$ cat config.mk
export PLATFORM = sky130hd
export DESIGN_NAME = integer_to_radix_digits_flat
export DESIGN_NICKNAME = d
export VERILOG_FILES = /design/src/rtl/i2r_pkg.sv /design/src/rtl/i2r_ifs.sv /design/src/rtl/integer_to_radix_digits.sv /design/src/flat_wrapper.sv
export SDC_FILE = /design/constraint.sdc
export NUM_CORES = 1
export LEC_CHECK = 0
export CAP_MARGIN = 20
export CORE_MARGIN = 2
export CORE_UTILIZATION = 49
export DETAILED_ROUTE_END_ITERATION = 10
export DONT_BUFFER_PORTS = 1
export SLEW_MARGIN = 10
export SYNTH_ARGS = -nofsm -noshare
export SYNTH_HDL_FRONTEND = slang
export SYNTH_SLANG_ARGS = --single-unit
$ cat constraint.sdc
create_clock -name clk -period 19.1 [get_ports clk]
set_clock_uncertainty 0.1 [all_clocks]
set_input_delay 3.82 -clock clk [delete_from_list [all_inputs] [get_ports clk]]
set_output_delay 3.82 -clock clk [all_outputs]
set_load 0.1 [all_outputs]
$ cat src/rtl/i2r_pkg.sv
// Shared constants, state type and digit character table for the radix digit converter.
package i2r_pkg;

  localparam int IN_VALUE_W  = 64;
  localparam int VALUE_WIDTH = 64;
  localparam int MAX_DIGITS  = 64;
  localparam int BASE_W      = 5;
  localparam int CHAR_W      = 8;
  localparam int DIGIT_W     = 4;
  localparam int NUM_DIGIT_CODES = 16;

  // The divider consumes one chunk of the dividend per cycle.
  localparam int CHUNK_BITS  = 8;
  localparam int NUM_CHUNKS  = (VALUE_WIDTH + CHUNK_BITS - 1) / CHUNK_BITS;
  localparam int PAD_W       = NUM_CHUNKS * CHUNK_BITS;
  localparam int CHUNK_IDX_W = (NUM_CHUNKS > 1) ? $clog2(NUM_CHUNKS) : 1;

  localparam int DIG_AW      = $clog2(MAX_DIGITS);
  localparam int CNT_W       = $clog2(MAX_DIGITS + 1);

  localparam logic [BASE_W-1:0]  BASE_MIN     = BASE_W'(2);
  localparam logic [BASE_W-1:0]  BASE_MAX     = BASE_W'(16);
  localparam logic [DIGIT_W-1:0] FIRST_LETTER = DIGIT_W'(10);
  localparam logic [CHAR_W-1:0]  LOWER_OFFSET = CHAR_W'(8'h20);

  localparam logic [CHAR_W-1:0] DIGIT_CHARS [NUM_DIGIT_CODES] = '{
    8'h30, 8'h31, 8'h32, 8'h33, 8'h34, 8'h35, 8'h36, 8'h37,
    8'h38, 8'h39, 8'h41, 8'h42, 8'h43, 8'h44, 8'h45, 8'h46
  };

  typedef enum logic [2:0] {
    ST_IDLE,
    ST_START,
    ST_DIV,
    ST_READ,
    ST_EMIT
  } state_t;

  function automatic logic [CHAR_W-1:0] digit_char(input logic [DIGIT_W-1:0] d,
                                                   input logic upper);
    logic [CHAR_W-1:0] c;
    c = DIGIT_CHARS[d];
    if (!upper && (d >= FIRST_LETTER)) begin
      c = c + LOWER_OFFSET;
    end
    return c;
  endfunction

endpackage

$ cat src/rtl/i2r_ifs.sv
// Valid/ready channel interfaces for the number input and the character output.
interface i2r_in_if import i2r_pkg::*; ();
  logic                  valid;
  logic                  ready;
  logic [IN_VALUE_W-1:0] value;
  logic [BASE_W-1:0]     base;
  logic                  is_signed;
  logic                  upper_case;

  modport source (output valid, value, base, is_signed, upper_case, input ready);
  modport sink   (input valid, value, base, is_signed, upper_case, output ready);
endinterface

interface i2r_out_if import i2r_pkg::*; ();
  logic              valid;
  logic              ready;
  logic [CHAR_W-1:0] character;
  logic              last;

  modport source (output valid, character, last, input ready);
  modport sink   (input valid, character, last, output ready);
endinterface

$ cat src/rtl/integer_to_radix_digits.sv
// Top level: converts one integer to its ASCII digit string in a base from 2 to 16.
// Usage
//   in_chan  : one transfer carries value, base, is_signed and upper_case. In signed
//              mode the magnitude is converted; no minus sign is produced. Bases below
//              2 count as 2, above 16 as 16.
//   out_chan : one transfer per digit, most significant first, as an ASCII code;
//              last is set on the final digit. Zero gives a single '0'.
// Timing
//   Digits come from repeated division by the base. The divider is one shared
//   long-division step that takes eight dividend bits per cycle, so each digit takes a
//   start step and then one division step per significant byte of the remaining value.
//   After the last digit is found, the READ state reads the digit store, then digits go
//   out one per cycle while out_chan.ready is high. The largest 64-bit value has
//   20 digits in base 10 and 64 in base 2. in_chan.ready is high only while idle;
//   one item at a time.
// Reset
//   rst_n is synchronous, active low; the block returns to idle with no pending
//   output. The digit store holds no reset value and needs none.
// Stall: a stalled out_chan holds character and last steady; the store is read
//   again only after the current digit has been transferred.
module integer_to_radix_digits import i2r_pkg::*; (
  input  logic         clk,
  input  logic         rst_n,
  i2r_in_if.sink       in_chan,
  i2r_out_if.source    out_chan
);

  state_t state_r, state_nxt;

  logic [PAD_W-1:0]       val_r;      // remaining dividend, quotient written in place
  logic [BASE_W-1:0]      base_r;
  logic                   upper_r;
  logic [CNT_W-1:0]       cnt_r;      // digits stored so far
  logic [CHUNK_IDX_W-1:0] idx_r;      // chunk under division
  logic [DIGIT_W-1:0]     rem_r;      // running remainder
  logic [DIG_AW-1:0]      ptr_r;      // store entry being emitted
  logic [DIGIT_W-1:0]     rd_data_r;

  logic [DIGIT_W-1:0]     digit_mem [MAX_DIGITS];

  logic in_xfer, out_xfer;
  assign in_xfer  = in_chan.valid && in_chan.ready;
  assign out_xfer = out_chan.valid && out_chan.ready;

  // ---- input conditioning: mask, magnitude, base clamp
  logic [VALUE_WIDTH-1:0] in_val, in_mag;
  logic [BASE_W-1:0]      in_base;

  always_comb begin
    in_val = in_chan.value[VALUE_WIDTH-1:0];
    if (in_chan.is_signed && in_val[VALUE_WIDTH-1]) begin
      in_mag = ~in_val + VALUE_WIDTH'(1);
    end else begin
      in_mag = in_val;
    end
    if (in_chan.base < BASE_MIN) begin
      in_base = BASE_MIN;
    end else if (in_chan.base > BASE_MAX) begin
      in_base = BASE_MAX;
    end else begin
      in_base = in_chan.base;
    end
  end

  // ---- highest nonzero chunk; division of each digit starts there
  logic [CHUNK_IDX_W-1:0] top_idx;

  always_comb begin
    top_idx = '0;
    for (int i = 0; i < NUM_CHUNKS; i++) begin
      if (|val_r[i*CHUNK_BITS +: CHUNK_BITS]) begin
        top_idx = CHUNK_IDX_W'(i);
      end
    end
  end

  // ---- shared divider step: one chunk of restoring long division
  logic [CHUNK_BITS-1:0] div_chunk, div_quo;
  logic [DIGIT_W-1:0]    rem_new;
  logic [PAD_W-1:0]      val_div;
  logic                  quo_zero;

  always_comb begin
    logic [DIGIT_W:0] trial;
    logic [DIGIT_W-1:0] rem;
    div_chunk = val_r[idx_r*CHUNK_BITS +: CHUNK_BITS];
    rem       = rem_r;
    div_quo   = '0;
    for (int b = CHUNK_BITS - 1; b >= 0; b--) begin
      trial = {rem, div_chunk[b]};
      if (trial >= base_r) begin
        div_quo[b] = 1'b1;
        trial      = trial - base_r;
      end
      rem = trial[DIGIT_W-1:0];   // always below the base
    end
    rem_new = rem;
    val_div = val_r;
    val_div[idx_r*CHUNK_BITS +: CHUNK_BITS] = div_quo;
    quo_zero = (val_div == '0);
  end

  logic last_chunk, store_ok;
  assign last_chunk = (idx_r == '0);
  assign store_ok   = (cnt_r < CNT_W'(MAX_DIGITS));

  // ---- next state
  always_comb begin
    state_nxt = state_r;
    unique case (state_r)
      ST_IDLE:  if (in_xfer) state_nxt = ST_START;
      ST_START: state_nxt = ST_DIV;
      ST_DIV: begin
        if (last_chunk) begin
          state_nxt = quo_zero ? ST_READ : ST_START;
        end
      end
      ST_READ:  state_nxt = ST_EMIT;
      ST_EMIT:  if (out_xfer && (ptr_r == '0)) state_nxt = ST_IDLE;
      default:  state_nxt = ST_IDLE;
    endcase
  end

  // ---- outputs and store control
  logic              mem_we, rd_en;
  logic [DIG_AW-1:0] rd_addr;

  always_comb begin
    in_chan.ready      = 1'b0;
    out_chan.valid     = 1'b0;
    mem_we             = 1'b0;
    rd_en              = 1'b0;
    rd_addr            = ptr_r - DIG_AW'(1);
    unique case (state_r)
      ST_IDLE: in_chan.ready = 1'b1;
      ST_START: ;
      ST_DIV:  mem_we = last_chunk && store_ok;
      ST_READ: begin
        rd_en   = 1'b1;
        rd_addr = DIG_AW'(cnt_r - CNT_W'(1));
      end
      ST_EMIT: begin
        out_chan.valid = 1'b1;
        rd_en          = out_xfer && (ptr_r != '0);   // prefetch next digit
      end
      default: ;
    endcase
  end

  assign out_chan.character = digit_char(rd_data_r, upper_r);
  assign out_chan.last      = (ptr_r == '0);

  // ---- control registers
  always_ff @(posedge clk) begin
    if (!rst_n) begin
      state_r <= ST_IDLE;
      cnt_r   <= '0;
    end else begin
      state_r <= state_nxt;
      if (in_xfer) begin
        cnt_r <= '0;
      end else if (mem_we) begin
        cnt_r <= cnt_r + CNT_W'(1);
      end
    end
  end

  // ---- datapath registers
  always_ff @(posedge clk) begin
    unique case (state_r)
      ST_IDLE: begin
        if (in_xfer) begin
          val_r   <= PAD_W'(in_mag);
          base_r  <= in_base;
          upper_r <= in_chan.upper_case;
        end
      end
      ST_START: begin
        idx_r <= top_idx;
        rem_r <= '0;
      end
      ST_DIV: begin
        val_r <= val_div;
        rem_r <= rem_new;
        if (!last_chunk) begin
          idx_r <= idx_r - CHUNK_IDX_W'(1);
        end
      end
      ST_READ: ptr_r <= rd_addr;
      ST_EMIT: if (rd_en) ptr_r <= rd_addr;
      default: ;
    endcase
  end

  // ---- digit store, least significant digit at entry 0
  always_ff @(posedge clk) begin
    if (mem_we) begin
      digit_mem[cnt_r[DIG_AW-1:0]] <= rem_new;
    end
    if (rd_en) begin
      rd_data_r <= digit_mem[rd_addr];
    end
  end

endmodule

$ cat src/flat_wrapper.sv
// flat-port wrapper written by rule: the top's interface ports become plain ports
module integer_to_radix_digits_flat import i2r_pkg::*;
  (clk, rst_n, in_chan_valid, in_chan_value, in_chan_base, in_chan_is_signed, in_chan_upper_case, in_chan_ready, out_chan_valid, out_chan_character, out_chan_last, out_chan_ready);
  i2r_in_if in_chan_i ();
  i2r_out_if out_chan_i ();
  input  logic clk;
  input  logic rst_n;
  input wire logic [$bits(in_chan_i.valid)-1:0] in_chan_valid;
  input wire logic [$bits(in_chan_i.value)-1:0] in_chan_value;
  input wire logic [$bits(in_chan_i.base)-1:0] in_chan_base;
  input wire logic [$bits(in_chan_i.is_signed)-1:0] in_chan_is_signed;
  input wire logic [$bits(in_chan_i.upper_case)-1:0] in_chan_upper_case;
  output wire logic [$bits(in_chan_i.ready)-1:0] in_chan_ready;
  output wire logic [$bits(out_chan_i.valid)-1:0] out_chan_valid;
  output wire logic [$bits(out_chan_i.character)-1:0] out_chan_character;
  output wire logic [$bits(out_chan_i.last)-1:0] out_chan_last;
  input wire logic [$bits(out_chan_i.ready)-1:0] out_chan_ready;
  assign in_chan_i.valid = in_chan_valid;
  assign in_chan_i.value = in_chan_value;
  assign in_chan_i.base = in_chan_base;
  assign in_chan_i.is_signed = in_chan_is_signed;
  assign in_chan_i.upper_case = in_chan_upper_case;
  assign in_chan_ready = in_chan_i.ready;
  assign out_chan_valid = out_chan_i.valid;
  assign out_chan_character = out_chan_i.character;
  assign out_chan_last = out_chan_i.last;
  assign out_chan_i.ready = out_chan_ready;
  integer_to_radix_digits u_core (.clk(clk), .rst_n(rst_n), .in_chan(in_chan_i), .out_chan(out_chan_i));
endmodule
**Word level (Yosys, flattened, before mapping)**

Memory sizes are Yosys's and may differ from the RTL's. A register that Yosys moved wholly into a read port is not among the register bits.
Cells that the tools add are included.

- Shift operators: 3
- Add/sub/neg operators: 15
- Muxes and demuxes: 48
- $lt $le $gt $ge: 13
- Reduce and logical (&&, ||, !) cells: 30
- Equality and inequality tests: 9
- Bitwise gates (word level): 3

Operators by type and width:

| cell | number |
|---|---|
| $mux W64 | 2 |
| $pmux W64 S2 | 1 |
| $add A64 B1 Y64 const B | 1 |
| $bwmux W64 | 1 |
| $logic_not A64 Y1 | 1 |
| $not A64 Y64 | 1 |
| $shift A8 B34 Y64 const A | 1 |
| $shiftx A64 B7 Y8 | 1 |
| $shiftx A8 B34 Y64 | 1 |
| $reduce_or A8 Y1 | 7 |
| $ge A5 B5 Y1 | 8 |
| $neg A6 Y34 | 1 |
| $mux W4 | 8 |
| $sub A4 B4 Y4 | 8 |
| $mux W3 | 8 |
| $mux W8 | 3 |
| $pmux W3 S5 | 1 |
| $mux W1 | 14 |
| $mux W6 | 2 |
| $pmux W6 S2 | 1 |
| $sub A6 B1 Y6 const B | 2 |
| $add A8 B6 Y8 const B | 1 |
| $ne A2 B1 Y1 const B | 4 |
| $pmux W4 S2 | 1 |
| other kinds (26) | 42 |

- Memories: 2
- Bits in writable memories: 256
- Bits in registers: 93
- Bits in read-only memories: 128
- Bits of input ports: 75

Memories:

| name | words | width | read ports | clocked after Yosys merged registers in | wr ports | RTL line | RTL |
|---|---|---|---|---|---|---|---|
| u_core.digit_mem | 64 | 4 | 1 | 1 | 1 | integer_to_radix_digits.sv:39 | `logic [DIGIT_W-1:0] digit_mem [MAX_DIGITS];` |
| (name not given) | 16 | 8 | 1 | 0 | 0 | i2r_pkg.sv:42 | `c = DIGIT_CHARS[d];` |

**Depth between registers and ports, before layout**

- Word-level depth: 23
- Depth in mapped cells: 59
- Gate-level depth less buffers: 52

**Least setup slack after synthesis**

OpenSTA, ideal clock, no wires.

- Path type: reg2reg
- From: register u_core.idx_r[0]
- To: memory u_core.digit_mem[0][2], data pin
- Period minus slack after synthesis: 15.231 ns
- Path buffers: 7
- Cell stages (with the launch flop): 46
- Arrival time: 14.422 ns
- Setup time: 0.708 ns
- Path slack: 3.869 ns
- Required time: 18.292 ns
- Cells stage by stage: edfxtp_1 -> buf_2 -> mux4_2 -> mux2i_1 -> ha_1 -> inv_1 -> a21oi_1 -> nor3_1 -> mux2i_1 -> ha_1 -> nand4_1 -> o221ai_1 -> mux2_2 -> ha_1 -> a21oi_1 -> a21boi_0 -> a311oi_1 -> mux2i_1 -> (+10 left out) -> clkbuf_1 -> buf_1 -> o21ai_0 -> ha_1 -> a21o_1 -> a31oi_1 -> clkbuf_1 -> nor2_1 -> a31oi_1 -> ha_1 -> a31oi_1 -> clkbuf_1 -> a21oi_1 -> inv_1 -> ha_1 -> a211o_1 -> a221o_1 -> o21ai_0

- Cells in the longest elaborated chain, start to end: 17
- Elaborated cells on any way between the ends: 25
- Those cells by class: add/sub: 8; order compare: 8; shift: 1; mux: 8

RTL lines:

| element | RTL line | RTL |
|---|---|---|
| from (decl) | integer_to_radix_digits.sv:34 | `logic [CHUNK_IDX_W-1:0] idx_r;` |
| from (signal assigned) | integer_to_radix_digits.sv:179 | `idx_r <= top_idx;` |
| from (signal assigned) | integer_to_radix_digits.sv:186 | `idx_r <= idx_r - CHUNK_IDX_W'(1);` |
| $shiftx A64 B7 Y8 * | integer_to_radix_digits.sv:86 | `div_chunk = val_r[idx_r*CHUNK_BITS +: CHUNK_BITS];` |
| $sub A4 B4 Y4 / $ge A5 B5 Y1 (equally long branches) | integer_to_radix_digits.sv:93, integer_to_radix_digits.sv:91 |  |
| $mux W4 | integer_to_radix_digits.sv:91 | `if (trial >= base_r) begin` |
| $sub A4 B4 Y4 / $ge A5 B5 Y1 (equally long branches) | integer_to_radix_digits.sv:93, integer_to_radix_digits.sv:91 |  |
| $mux W4 | integer_to_radix_digits.sv:91 |  |
| $sub A4 B4 Y4 / $ge A5 B5 Y1 (equally long branches) | integer_to_radix_digits.sv:93, integer_to_radix_digits.sv:91 |  |
| $mux W4 | integer_to_radix_digits.sv:91 |  |
| $sub A4 B4 Y4 / $ge A5 B5 Y1 (equally long branches) | integer_to_radix_digits.sv:93, integer_to_radix_digits.sv:91 |  |
| (+2 left out) | n/a |  |
| $mux W4 | integer_to_radix_digits.sv:91 |  |
| $sub A4 B4 Y4 / $ge A5 B5 Y1 (equally long branches) | integer_to_radix_digits.sv:93, integer_to_radix_digits.sv:91 |  |
| $mux W4 | integer_to_radix_digits.sv:91 |  |
| $ge A5 B5 Y1 / $sub A4 B4 Y4 (equally long branches) | integer_to_radix_digits.sv:91, integer_to_radix_digits.sv:93 |  |
| $mux W4 | integer_to_radix_digits.sv:91 |  |
| $sub A4 B4 Y4 / $ge A5 B5 Y1 (equally long branches) | integer_to_radix_digits.sv:93, integer_to_radix_digits.sv:91 |  |
| $mux W4 * | integer_to_radix_digits.sv:91 |  |
| net u_core.rem_new[2] | integer_to_radix_digits.sv:79 | `logic [DIGIT_W-1:0] rem_new;` |
| to (decl) | integer_to_radix_digits.sv:39 |  |

Mark *: on every way through the listed nets, which the timed path passes. The rest lies on a longest branch.

**Final worst setup path**

- From: register u_core.idx_r[0]
- To: register u_core.state_r[1]

- Cells in the longest elaborated chain, start to end: 23
- Elaborated cells on any way between the ends: 42
- Those cells by class: add/sub: 8; order compare: 8; eq/ne: 1; shift: 3; mux: 19; reduce/logical: 3

RTL lines:

| element | RTL line | RTL |
|---|---|---|
| $shiftx A64 B7 Y8 | integer_to_radix_digits.sv:86 |  |
| $sub A4 B4 Y4 / $ge A5 B5 Y1 (equally long branches) | integer_to_radix_digits.sv:93, integer_to_radix_digits.sv:91 |  |
| $mux W4 | integer_to_radix_digits.sv:91 |  |
| $sub A4 B4 Y4 / $ge A5 B5 Y1 (equally long branches) | integer_to_radix_digits.sv:93, integer_to_radix_digits.sv:91 |  |
| $mux W4 | integer_to_radix_digits.sv:91 |  |
| $sub A4 B4 Y4 / $ge A5 B5 Y1 (equally long branches) | integer_to_radix_digits.sv:93, integer_to_radix_digits.sv:91 |  |
| $mux W4 | integer_to_radix_digits.sv:91 |  |
| $sub A4 B4 Y4 / $ge A5 B5 Y1 (equally long branches) | integer_to_radix_digits.sv:93, integer_to_radix_digits.sv:91 |  |
| (+7 left out) | n/a |  |
| $ge A5 B5 Y1 | integer_to_radix_digits.sv:91 |  |
| $mux W1 | integer_to_radix_digits.sv:91 |  |
| $shiftx A8 B34 Y64 | integer_to_radix_digits.sv:99 | `val_div[idx_r*CHUNK_BITS +: CHUNK_BITS] = div_quo;` |
| $bwmux W64 | integer_to_radix_digits.sv:99 |  |
| $logic_not A64 Y1 | integer_to_radix_digits.sv:100 | `quo_zero = (val_div == '0);` |
| $mux W2 | integer_to_radix_digits.sv:115 | `state_nxt = quo_zero ? ST_READ : ST_START;` |
| $mux W3 | integer_to_radix_digits.sv:114 | `if (last_chunk) begin` |
| $pmux W3 S5 | integer_to_radix_digits.sv:110 | `unique case (state_r)` |
| to (signal assigned) | integer_to_radix_digits.sv:159 | `state_r <= state_nxt;` |
| to (decl) | integer_to_radix_digits.sv:28 | `state_t state_r, state_nxt;` |

Several ways; a longest one is shown, not always the timed one. The select of a mux whose other input is x is not followed.
A chain may end at the register's enable or synchronous reset.

==> metrics.md <==
| Metric | Value |
|---|---|
| Setup Viol. Count Final | `0` |
| Largest net degree at the start of global routing | `90` |
| I/O Pins | `86` |
| Largest cells by area after synthesis | `edfxtp_1 (54%), mux4_2 (5.3%), mux2i_1 (4.1%), nand2_1 (3.5%), nor2_1 (3.4%)` |
| Flops & latches, synth | `353` |
| Min-delay worst type | `flip-flop to flip-flop` |
| Share of layout cells above drive strength 1 | `0.110` |
| Final Slew Violations | `0` |
| Fraction of registers with async set/reset | `0` |
| Hold path cells | `2` |
| Iteration-0 DRC count of the detailed router | `1399` |
| Synth area leader | `edfxtp_1` |
| Max-cap viol count | `0` |
| Residual DRC count | `0` |
| Core Rows | `72` |
| Nets | `1768` |
| Worst Setup End Kind | `flip-flop` |
| Endpoints failing hold | `0` |
| Syn_area_per_cell | `11.6 um2` |
| Die height | `202 um` |
| Crit start category | `flip-flop` |
| Core Region | `38700 um2` |
| Via count | `13700` |
| Worst hold endpoint | `u_core.cnt_r[6]` |
| Routed len/inst | `24.2 um` |
| Die area | `40900 um2` |
| Initial antenna violation count | `1` |
| Relative slew slack | `0.281` |
| Post-CTS Setup Repair Bufs | `0` |
| HP Start | `u_core.cnt_r[6]` |
| Arr. time, crit path | `14.77 ns` |
| Worst skew pair latency | `0.57 ns` |
| Tmin final | `14.40 ns` |
| Post-DRT Antenna Nets | `0` |
| RSZ-0062 raised after global routing | `false` |
| Hpwl dp | `36200 um` |
| Worst reg2reg path endpoint | `u_core.state_r[1]` |
| Buf/Inv on CP | `7` |
| Worst Reg2Reg Path Length in Cells | `50` |
| Setup slack, reg-to-reg | `4.70 ns` |
| IO Port Bufs | `0` |
| Die width | `202 um` |
| Setup CP Type | `flip-flop to flip-flop` |
| Ant. Diodes | `0` |
| Final WL | `52800 um` |
| Clock sinks | `353` |
| Cell variety after synth | `72` |
| EDFF count, synth | `343` |
| Top_reg_cell synth | `edfxtp_1` |
| Clock Tree Buf Depth | `3` |
| Cts repair resizes | `0` |
| Top-area cell type share of the netlist area | `0.535` |
| Status | `finished, final reports clean` |
| Top delay family on crit path | `compound AO/OA/AOI/OAI gates` |
| Critical path's largest stage delay | `0.66 ns` |
| Peak fanout along the critical path | `18` |
| Global-route usage over all layers | `0.259` |
| Inserted Clock Buffers | `39` |
| Crit path required time | `19.47 ns` |
| FF-to-FF Start | `u_core.idx_r[0]` |
| Syn_nets | `1795` |
| Setup TNS | `0 ns` |
| Worst-path clk slew | `0.06 ns` |
| Final Wtd Congestion | `0.967` |
| Fmax | `0.0695 GHz` |
| Root Driver | `clkbuf_16` |
| Crit path max-delay cell type | `edfxtp_1` |
| Pre-antenna DRT Iters | `6` |
| Sequential fraction of the synthesis area | `0.546` |
| Worst Max-Slew Pin Slew | `1.08 ns` |
| Initial core utilization | `0.497` |
| Mapped Area | `19200 um2` |
| Number of global-route vias before repair | `13200` |
| H-tree levels | `2` |
| First-pass GRT wire length | `81100 um` |
| Mapped Cells | `1664` |
| Yosys synthesis warning count | `0` |
| Final Cycle Share | `0.754` |
| Hold bufs inserted after CTS | `0` |
| Overflow after GRT | `0` |
| Most common cell type on the critical path | `ha_1` |
| CTS tree | `yes` |
| Area Overhead vs Synth | `10.3%` |
| Drt via density | `6.26` |
-- cells by family after synthesis --
family / count (synthesis) / synth area share
AO/OA/AOI/OAI: 346 / 0.112
XOR/XNOR: 88 / 0.0400
adder cells (fa/ha/maj): 56 / 0.0395
buffers and inverters: 138 / 0.0277
flip-flops: 353 / 0.546
multiplexers: 135 / 0.100
other: 1 / 0.000195
AND/OR/NAND/NOR: 547 / 0.134
-- cell usage after synthesis, types with 8 or more instances --
| cell | n |
|---|---|
| a211oi_1 | 49 |
| a21o_1 | 11 |
| a21oi_1 | 121 |
| a31oi_1 | 11 |
| and2_1 | 9 |
| buf_1 | 14 |
| buf_2 | 9 |
| clkbuf_1 | 75 |
| dfxtp_1 | 10 |
| edfxtp_1 | 343 |
| fa_1 | 8 |
| ha_1 | 48 |
| inv_1 | 37 |
| mux2_2 | 11 |
| mux2i_1 | 79 |
| mux4_2 | 45 |
| nand2_1 | 181 |
| nand2b_1 | 12 |
| nand3_1 | 23 |
| nand4_1 | 9 |
| nor2_1 | 173 |
| nor2b_1 | 12 |
| nor3_1 | 29 |
| nor4_1 | 16 |
| o211ai_1 | 8 |
| o21a_1 | 9 |
| o21ai_0 | 73 |
| o31ai_1 | 16 |
| or2_2 | 9 |
| or3_1 | 17 |
| or4_1 | 20 |
| xnor2_1 | 32 |
| xor2_1 | 56 |
-- per-layer routing --
metal / vias to the layer above / routed length, um / track usage
li1: 6220 / - / -
met1: 6810 / 23900 / 0.391
met2: 567 / 23400 / 0.384
met3: 85 / 4600 / 0.0585
met4: 0 / 941 / 0.0534
met5: - / 0 / 0
-- cells in the final DEF (no fill, tap or decap), types with 10 or more instances in the layout --
| cell | instances |
|---|---|
| a21oi_1 | 119 |
| dfxtp_1 | 10 |
| mux4_2 | 45 |
| nand2b_1 | 12 |
| or4_1 | 20 |
| mux2_2 | 11 |
| nor3_1 | 27 |
| nand3_1 | 23 |
| ha_1 | 48 |
| inv_1 | 36 |
| nor2b_1 | 12 |
| clkbuf_1 | 12 |
| o21ai_0 | 70 |
| nand2_1 | 179 |
| edfxtp_1 | 343 |
| clkbuf_16 | 42 |
| or3_1 | 17 |
| o31ai_1 | 16 |
| a31oi_1 | 11 |
| nor4_1 | 16 |
| xnor2_1 | 32 |
| a211oi_1 | 49 |
| xor2_1 | 55 |
| mux2i_1 | 76 |
| buf_4 | 24 |
| a21o_1 | 10 |
| nor2_1 | 172 |
-- worst max path at each step --
stage                         start                      to  slack [ns]  cells past startpoint
floorplan           u_core.idx_r[0]  u_core.digit_mem[0][2]        3.87                     45
global placement    u_core.idx_r[0]       u_core.state_r[1]        5.61                     51
detailed placement  u_core.idx_r[0]       u_core.state_r[1]        4.94                     51
CTS                 u_core.idx_r[0]       u_core.state_r[1]        4.88                     51
global route        u_core.idx_r[0]       u_core.state_r[1]        3.63                     51
finish              u_core.idx_r[0]       u_core.state_r[1]        4.70                     50
-- area by class of cell --
| cell class | instances | area (um2) |
|---|---|---|
| fill | 3370 | 17500 |
| tap | 518 | 648 |
| timing repair buffer | 31 | 358 |
| clock buffer | 54 | 1080 |
| inverter | 39 | 148 |
| sequential | 353 | 10500 |
| multi-input combinational | 1173 | 8320 |
| clock inverter | 17 | 171 |
-- stage by stage --
| stage | util | setup WS (ns) | cells | instance area (um2) | hold slack, ns |
|---|---|---|---|---|---|
| after detailed placement | 0.516 | 4.94 | 2114 | 20000 | 0.391 |
| after floorplan | - | 3.87 | 1664 | 19200 | 0.337 |
| after global placement | 0.514 | 5.61 | 2111 | 19900 | 0.386 |
| after global routing | 0.548 | 3.63 | 2185 | 21200 | 0.441 |
| after CTS | 0.548 | 4.88 | 2185 | 21200 | 0.407 |
| final | 0.548 | 4.70 | 2185 | 21200 | 0.408 |
-- flip-flops by register name (all words and copies together) (netlist names) --
name              cells
u_core.cnt_r          7
u_core.ptr_r          6
u_core.digit_mem    256
u_core.rd_data_r      4
u_core.val_r         64
u_core.idx_r          3
u_core.rem_r          4
u_core.upper_r        1
u_core.state_r        3
u_core.base_r         5
-- worst reg2reg max path: cells and delay by family (launching register included) --
| family | cells | cell delay [ns] |
|---|---|---|
| adders and majority gates | 8 | 2.49 |
| buffers and inverters | 7 | 1.58 |
| DFF | 1 | 0.66 |
| AOI/OAI and AO/OA | 18 | 3.89 |
| muxes | 8 | 3.05 |
| and+or+nand+nor | 9 | 2.55 |
Power is left out: the tool's default activity adds up to more than one toggle a clock period on the data nets, which glitch-free logic cannot reach.
